## config.mk

```make
export PLATFORM = sky130hd
export DESIGN_NAME = q24_alu_stage
export DESIGN_NICKNAME = d
export VERILOG_FILES = /design/src/hdl/q24_pkg.sv /design/src/hdl/q24_alu_stage.sv
export SDC_FILE = /design/constraint.sdc
export NUM_CORES = 2
export LEC_CHECK = 0
export ABC_AREA = 1
export BUFFER_PORTS_ARGS = -buffer_cell sky130_fd_sc_hd__buf_4
export CORE_ASPECT_RATIO = 2
export CORE_MARGIN = 4
export CORE_UTILIZATION = 28
export DETAILED_ROUTE_END_ITERATION = 12
export MAX_ROUTING_LAYER = met4
export PLACE_DENSITY = 0.54
export SLEW_MARGIN = 10
export SYNTH_ARGS = -nofsm -noshare
export SYNTH_HDL_FRONTEND = slang
export SYNTH_SLANG_ARGS = --single-unit
export TNS_END_PERCENT = 20
```

## constraint.sdc

```tcl
create_clock -name i_clk -period 7.7 [get_ports i_clk]
set_input_delay 1.155 -clock i_clk [delete_from_list [all_inputs] [get_ports i_clk]]
set_output_delay 1.155 -clock i_clk [all_outputs]
set_load 0.05 [all_outputs]
```

## src/hdl/q24_pkg.sv

```systemverilog
`timescale 1ns / 1ps
package q24_pkg;

    localparam int FracBitsDefault = 8;
    localparam int DataW = 32;
    // The dividend grows by the fraction bits; the divider needs one quotient bit per dividend bit.
    localparam int DivW = DataW + 16;

    typedef enum logic [4:0] {
        CMD_ADD        = 5'd0,
        CMD_SUB        = 5'd1,
        CMD_MUL        = 5'd2,
        CMD_DIV        = 5'd3,
        CMD_LT         = 5'd4,
        CMD_GT         = 5'd5,
        CMD_LE         = 5'd6,
        CMD_GE         = 5'd7,
        CMD_EQ         = 5'd8,
        CMD_NE         = 5'd9,
        CMD_MIN        = 5'd10,
        CMD_MAX        = 5'd11,
        CMD_INC        = 5'd12,
        CMD_DEC        = 5'd13,
        CMD_FROM_INT   = 5'd14,
        CMD_TO_INT     = 5'd15,
        CMD_FROM_FLOAT = 5'd16,
        CMD_TO_FLOAT   = 5'd17
    } t_cmd;

    localparam logic [1:0] STATUS_OK    = 2'd0;
    localparam logic [1:0] STATUS_DIV0  = 2'd1;
    localparam logic [1:0] STATUS_FLOAT = 2'd2;

    // Partial remainder and quotient handed from one divider cell to the next.
    typedef struct packed {
        logic [DivW-1:0] rem;
        logic [DivW-1:0] quo;
        logic [DataW-1:0] den;
        logic neg;
        logic div0;
    } t_div;

    typedef struct packed {
        logic valid;
        logic [DataW-1:0] result;
        logic cond;
        logic [1:0] status;
        logic is_div;
    } t_word;

endpackage

```

## src/hdl/q24_alu_stage.sv

```systemverilog
`timescale 1ns / 1ps
module q24_alu_stage
    import q24_pkg::*;
#(
    parameter int FRAC_BITS = FracBitsDefault
) (
    input  logic              i_clk,
    input  logic              i_en,
    input  logic [4:0]        i_cmd,
    input  logic [DataW-1:0]  i_a,
    input  logic [DataW-1:0]  i_b,
    output logic [DataW-1:0]  o_result,
    output logic              o_cond,
    output logic [1:0]        o_status
);

    localparam int Bias = 150 - FRAC_BITS;

    logic signed [DataW-1:0] w_sa, w_sb;
    logic signed [2*DataW-1:0] r_prod;
    logic [4:0] r_cmd;
    logic [DataW-1:0] r_a, r_b;
    logic [DataW-1:0] n_res, w_fres, w_tres, w_res1;
    logic n_cond;
    logic [1:0] n_status, w_fstat;
    logic [DataW-1:0] w_diffmul;

    assign w_sa = i_a;
    assign w_sb = i_b;

    // Stage one: multiply and latch the operands. Stage two: everything else.
    always_ff @(posedge i_clk) begin
        if (i_en) begin
            r_prod <= w_sa * w_sb;
            r_cmd <= i_cmd;
            r_a <= i_a;
            r_b <= i_b;
        end
    end

    assign w_diffmul = r_prod[FRAC_BITS +: DataW];

    // Float to fixed.
    always_comb begin
        logic [7:0] ex;
        logic [23:0] mant;
        logic [40:0] mag;
        int sh;
        ex = r_a[30:23];
        mant = {1'b1, r_a[22:0]};
        mag = '0;
        sh = int'(ex) - Bias;
        w_fstat = STATUS_OK;
        w_fres = '0;
        if (ex == 8'hFF) begin
            w_fstat = STATUS_FLOAT;
            if (r_a[22:0] != 0) w_fres = '0;
            else w_fres = r_a[31] ? 32'h8000_0000 : 32'h7FFF_FFFF;
        end else if (ex != 0) begin
            // Any left shift past 16 already lies beyond both bounds.
            if (sh >= 0) begin
                if (sh > 16) mag = 41'(1) << 40;
                else mag = 41'(mant) << sh;
            end else if (-sh <= 25) begin
                mag = (41'(mant) + (41'(1) << (-sh - 1))) >> (-sh);
            end
            if (r_a[31]) begin
                if (mag > 41'h0_8000_0000) begin
                    w_fstat = STATUS_FLOAT;
                    w_fres = 32'h8000_0000;
                end else begin
                    w_fres = 32'(0) - mag[31:0];
                end
            end else if (mag > 41'h0_7FFF_FFFF) begin
                w_fstat = STATUS_FLOAT;
                w_fres = 32'h7FFF_FFFF;
            end else begin
                w_fres = mag[31:0];
            end
        end
    end

    // Fixed to float, round to nearest even.
    always_comb begin
        logic [DataW-1:0] mag;
        logic [DataW-1:0] norm;
        logic [5:0] p;
        logic [24:0] keep;
        logic grd, stk;
        mag = r_a[31] ? (32'(0) - r_a) : r_a;
        p = '0;
        for (int i = 0; i < DataW; i++) begin
            if (mag[i]) p = 6'(i);
        end
        norm = mag << (6'd31 - p);
        keep = {1'b0, norm[31:8]};
        grd = norm[7];
        stk = |norm[6:0];
        if (grd && (stk || keep[0])) keep = keep + 25'd1;
        if (keep[24]) begin
            keep = keep >> 1;
            p = p + 6'd1;
        end
        w_tres = (mag == 0) ? '0 :
            {r_a[31], 8'(10'(p) + 10'd127 - 10'(FRAC_BITS)), keep[22:0]};
    end

    always_comb begin
        logic signed [DataW-1:0] sa, sb;
        sa = r_a;
        sb = r_b;
        n_res = '0;
        n_cond = 1'b0;
        n_status = STATUS_OK;
        case (r_cmd)
            CMD_ADD:        n_res = r_a + r_b;
            CMD_SUB:        n_res = r_a - r_b;
            CMD_MUL:        n_res = w_diffmul;
            CMD_LT:         n_cond = sa < sb;
            CMD_GT:         n_cond = sa > sb;
            CMD_LE:         n_cond = sa <= sb;
            CMD_GE:         n_cond = sa >= sb;
            CMD_EQ:         n_cond = sa == sb;
            CMD_NE:         n_cond = sa != sb;
            CMD_MIN:        n_res = (sa <= sb) ? r_a : r_b;
            CMD_MAX:        n_res = (sa >= sb) ? r_a : r_b;
            CMD_INC:        n_res = r_a + 32'd1;
            CMD_DEC:        n_res = r_a - 32'd1;
            CMD_FROM_INT:   n_res = r_a << FRAC_BITS;
            CMD_TO_INT:     n_res = 32'(sa >>> FRAC_BITS);
            CMD_FROM_FLOAT: begin
                n_res = w_fres;
                n_status = w_fstat;
            end
            CMD_TO_FLOAT:   n_res = w_tres;
            default:        n_res = '0;
        endcase
    end

    assign w_res1 = n_res;

    always_ff @(posedge i_clk) begin
        if (i_en) begin
            o_result <= w_res1;
            o_cond <= n_cond;
            o_status <= n_status;
        end
    end

endmodule

```

# Yosys cells after proc, flatten, opt, wreduce, memory -nomap -nowiden
# Index checks and enable logic that the tools add are counted.
[word_totals]
out_inout_bits = 35
reg_bits = 144
word_cells = 123
input_bits = 71
[classes]
add_sub_neg = 15
shifts = 4
n_mul = 1
bitwise = 2
n_lt_le_gt_ge = 9
eq_ne = 19
mux = 57
reduce_logical = 8
[ops]
columns = ["operator", "count"]
rows = [
  ["32-bit two-way mux", 11],
  ["32-bit one-hot mux with 11 select lines", 1],
  ["41-bit two-way mux", 5],
  ["6-bit two-way mux", 31],
  ["1-bit by 32-bit subtractor with 32-bit output (first input constant)", 2],
  ["24-bit by 41-bit adder with 41-bit output", 1],
  ["41-bit by 31-bit greater-than comparator with 1-bit output (second input constant)", 1],
  ["41-bit by 32-bit greater-than comparator with 1-bit output (second input constant)", 1],
  ["1-bit by 32-bit left shift with 41-bit output (first input constant)", 1],
  ["24-bit by 32-bit left shift with 41-bit output", 1],
  ["41-bit by 32-bit >> shifter with 41-bit output", 1],
  ["5-bit by 4-bit == test with 1-bit output (second input constant)", 8],
  ["32-bit by 32-bit multiplier with 40-bit output", 1],
  ["32-bit by 1-bit adder with 32-bit output (second input constant)", 1],
  ["32-bit adder", 1],
  ["32-bit == test", 1],
  ["32-bit greater-or-equal comparator", 1],
  ["32-bit greater-than comparator", 1],
  ["32-bit less-or-equal comparator", 1],
  ["32-bit by 6-bit less-or-equal comparator with 1-bit output (second input constant)", 1],
  ["32-bit zero test", 1],
  ["32-bit less-than comparator", 1],
  ["32-bit inequality test", 1],
  ["9-bit negator with 32-bit output", 1],
  ["30 further kinds", 39],
]

# Longest topological paths before layout
[depth]
ltp_word = 44
mapped_depth = 73
mapped_depth_nobuf = 71

# Worst setup path before layout
# No wires, ideal clock.
[synth_timing]
path_kind = "input -> register"
start = "in i_b[2]"
end = "reg r_prod[39] (data pin)"
n_path_buf = 1
cell_stages = 38
setup_time_ps = 276
t_required_ps = 7424
arrival_time_ps = 7997
setup_slack_ps = -573
path_cell_list = "clkbuf_1 nand2_1 fa_1 fa_1 fa_1 inv_1 ha_1 ha_1 ha_1 ha_1 inv_1 fa_1 inv_1 ha_1 a21oi_1 o21ai_0 a21oi_1 inv_1 (+2 left out) a21oi_1 inv_1 a21oi_1 inv_1 a21oi_1 inv_1 a21oi_1 inv_1 a21oi_1 o21ai_0 a21o_1 a31oi_1 o21ai_0 nand3_1 nand2_1 nand2_1 o311ai_0 xor2_1"
[synth_between]
elab_chain_cells = 1
[synth_rtl]
columns = ["element", "line", "source"]
rows = [
  ["start: declaration", "q24_alu_stage.sv:11", "input logic [DataW-1:0] i_b,"],
  ["32-bit by 32-bit multiplier with 40-bit output", "q24_alu_stage.sv:34", "r_prod <= w_sa * w_sb;"],
  ["end signal: assignment", "q24_alu_stage.sv:34", ""],
  ["end: declaration", "q24_alu_stage.sv:20", "logic signed [2*DataW-1:0] r_prod;"],
]
# Every way passes these cells.
# A chain may end at the register's enable or synchronous reset.

# Worst setup path after layout
[layout_timing]
start = "reg r_a[0]"
end = "reg o_result[24] (data pin)"
[layout_between]
elab_chain_cells = 44
elab_cells_between_ends = 73
classes_between = "add/sub (12); order compare (4); shift (3); mux (49); reduce/logical (5)"
[layout_rtl]
columns = ["element", "line", "source"]
rows = [
  ["start: declaration", "q24_alu_stage.sv:22", "logic [DataW-1:0] r_a, r_b;"],
  ["start signal: assignment", "q24_alu_stage.sv:36", "r_a <= i_a;"],
  ["parallel branches: the longest is 43 deep, another holds 1-bit by 32-bit subtractor with 32-bit output", "n/a", ""],
  ["32-bit one-hot mux with 11 select lines (*)", "q24_alu_stage.sv:115", "case (r_cmd)"],
  ["named net n_res[24]", "q24_alu_stage.sv:23", "logic [DataW-1:0] n_res, w_fres, w_tres, w_res1;"],
  ["end signal: assignment", "q24_alu_stage.sv:144", "o_result <= w_res1;"],
  ["end: declaration", "q24_alu_stage.sv:12", "output logic [DataW-1:0] o_result,"],
]
# Mark *: on every way through the listed nets, which the timed path passes. The select of a mux whose other input is x is not followed.

==> flow_summary.yaml <==
clock_network:
  clkLatencyLatePin_ns: 0.50
  cts-root-buf: "clkbuf_16"
  clock_path_buffers: 2
  numCtsBuffers: 17
  cts_hold_buffers: 0
  path_clk_slew_ns: 0.07
  cts.htree.levels: 4
  cts_tree: "done"
  clock_sinks: 135
floorplan:
  die_w_um: 290
  die_h_um: 572
  rows: 206
  initial_utilization_pct: 28.3
  core_um2: 158000
  die_area_um2: 166000
  ios: 106
cells_and_area:
  layout.nets: 8396
  multi_input_area_um2: 35800
  regArea_um2: 4050
  nFillCells: 17100
  drive_gt1_share_pct: 22.2
  instances_no_fill: 9515
  fin_area_um2: 57700
  syn_to_final_growth_pct: 29.4
logic_synthesis:
  synthAdderAreaFrac_pct: 36.4
  syn_area_um2: 44600
  async_flop_share_pct: 0
  synthTopCellsByArea: "fa_1, nand2_1, inv_1"
  yosysMostFrequentCell: "nand2_1"
  ys_seq_area_share_pct: 9.10
  synth_edf_count: 135
  ys_ff_latch: 135
  synth_flop_cell: "edfxtp_1"
  synthCells: 6506
  synth_cell_types: 68
  synth_area_leader_cell: "fa_1"
  synthMuxAreaShare_pct: 0.0898
  synthSimpleGateAreaFrac_pct: 28.0
  synth_compound_area_share_pct: 8.79
  yosys_warnings: 0
  synth_top_family_by_area: "adder cells"
  syn-num-nets: 7485
  synth_xor_area_share_pct: 3.52
  synth_common_cells: "nand2_1, inv_1, fa_1"
  synth_top_area_share_pct: 29.0
  syn_area_per_cell_um2: 6.85
detailed_routing:
  vias_per_cell: 4.96
  drc: 0
  routed.top_layer: "met4"
  vias: 47200
  drt_iter0_drc: 2258
  dr_wl_met2_mm: 121
  dr_wl_met3_mm: 7.26
  drt-met1-wl_mm: 65.3
  drtPass1Iterations: 7
  post_drt_wl_per_cell_um: 23.4
  ant_nets: 0
  wl_mm: 223
setup_path:
  cp_top_family: "simple AND/OR/NAND/NOR gates"
  crit_type: "reg -> reg"
  cpPeakStageDelay_ns: 0.53
  slowest_stage: "a2111oi_1"
  crit_top_cell: "nand3_1"
  worst_ep_required_time_ns: 7.93
  rrSetupSlack_ns: -0.71
  critPathLaunchType: "flip-flop"
  crit_fanout: 12
  arrival_ns: 8.63
  cp-end-kind: "flip-flop"
  path_buf_inv: 8
global_routing:
  grt_pass1_vias: 50900
  grtUsageTotal_pct: 27.3
  grt_max_degree: 61
  overflow: 0
  grt_first_pass_wirelength_mm: 323
  antenna_found_initial: 5
outcome:
  run_status: "finished, violations left"
  violations: "negative setup slack"
sta:
  report.final.slew_viol_count: 0
  period_share_pct: 109
  slew_headroom_pct: 19.3
  fin_crit_ns: 8.41
  rsz0062_at_grt: "true"
  finalSetupViolCount: 33
  fmax_ghz: 0.119
  finalClockSkew_ns: 0.0198
  layout_setup_ws_ns: -0.707
  final_hold_viol_count: 0
  tightest_slew_ns: 1.21
placement:
  port_buffers: 104
  dpl.hpwl_mm: 195
  dp.cells: 9438
  placed_area_um2: 55300
  place.gp.congestion: 1.12
worst_hold_path:
  hold_path.class: "reg -> reg"
job:
  max_cap_viol_count: 0
worst register-to-register path, delay by kind of cell, from the launching register on:
kind / cells / cell delay [ns]
and+or+nand+nor: 22 / 4.16
buffers and inverters: 8 / 1.45
AOI/OAI and AO/OA: 4 / 1.21
adders and majority gates: 2 / 0.53
DFF: 1 / 0.48
xor gates and xnor gates: 1 / 0.32
cell usage in the layout (no fill, tap or decap), types with 69 or more instances in the layout:
cell type,instances
nand2_2,82
nand3_1,388
buf_4,1104
inv_1,1316
nand4_1,69
nor2_1,353
edfxtp_1,135
o21ai_0,258
fa_1,644
xor2_1,101
a21oi_1,160
ha_1,243
nand2_1,1759
cells by family after synthesis:
family | after synthesis
adder cells (fa/ha/maj) | 908
flip-flops | 135
buffers and inverters | 1651
XOR/XNOR | 174
multiplexers | 4
other | 1
AO/OA/AOI/OAI | 675
AND/OR/NAND/NOR | 2958
final cells by class:
type                            count  area share, %
Inverter                         1362           8.90
Antenna cell                        5         0.0217
Multi-Input combinational cell   4720           62.0
Timing Repair Buffer             1181           16.5
Tap cell                         2080           4.51
Clock buffer                       17          0.738
Clock inverter                     15          0.273
Sequential cell                   135           7.03
flip-flops by register name, indices dropped and copies added, names as in the netlist:
name and count:
o_result 32, r_a 32, r_b 32, r_prod 32, r_cmd 5, o_cond 1
o_status 1
path summary, 6_finish.rpt:
path,start,end,cells past startpoint
worst max register to register,r_a[0],o_result[24],37
worst max-delay path,r_a[0],o_result[24],37
worst min-delay path,r_cmd[2],o_cond,4
worst min register to register,r_cmd[2],o_cond,4
stage by stage:
step / setup slack, ns / setup TNS, ns / util (%) / hold WS, ns
after floorplan: -0.0320 / -0.0320 / - / 0.568
after global placement: -1.32 / -47.80 / 35.1 / 0.739
after detailed placement: -1.32 / -49.25 / 35.1 / 0.752
after CTS: -0.452 / -12.72 / 36.1 / 0.771
after global routing: -0.961 / -30.24 / 36.6 / 0.820
final: -0.707 / -14.89 / 36.6 / 0.766
metal layers:
layer	track usage, %	vias to the layer above
li1	-	21800
met1	21.7	23000
met2	52.3	1451
met3	3.27	932
met4	27.0	0
met5	-	-
what timing repair did:
item / CTS / global route
resized for setup: 232 / 157
setup endpoints to repair: 44 / 46
setup buffers: 26 / 14
pin swaps: 84 / 100
Power is left out: the tool's default activity adds up to more than one toggle a clock period on the data nets, which glitch-free logic cannot reach.
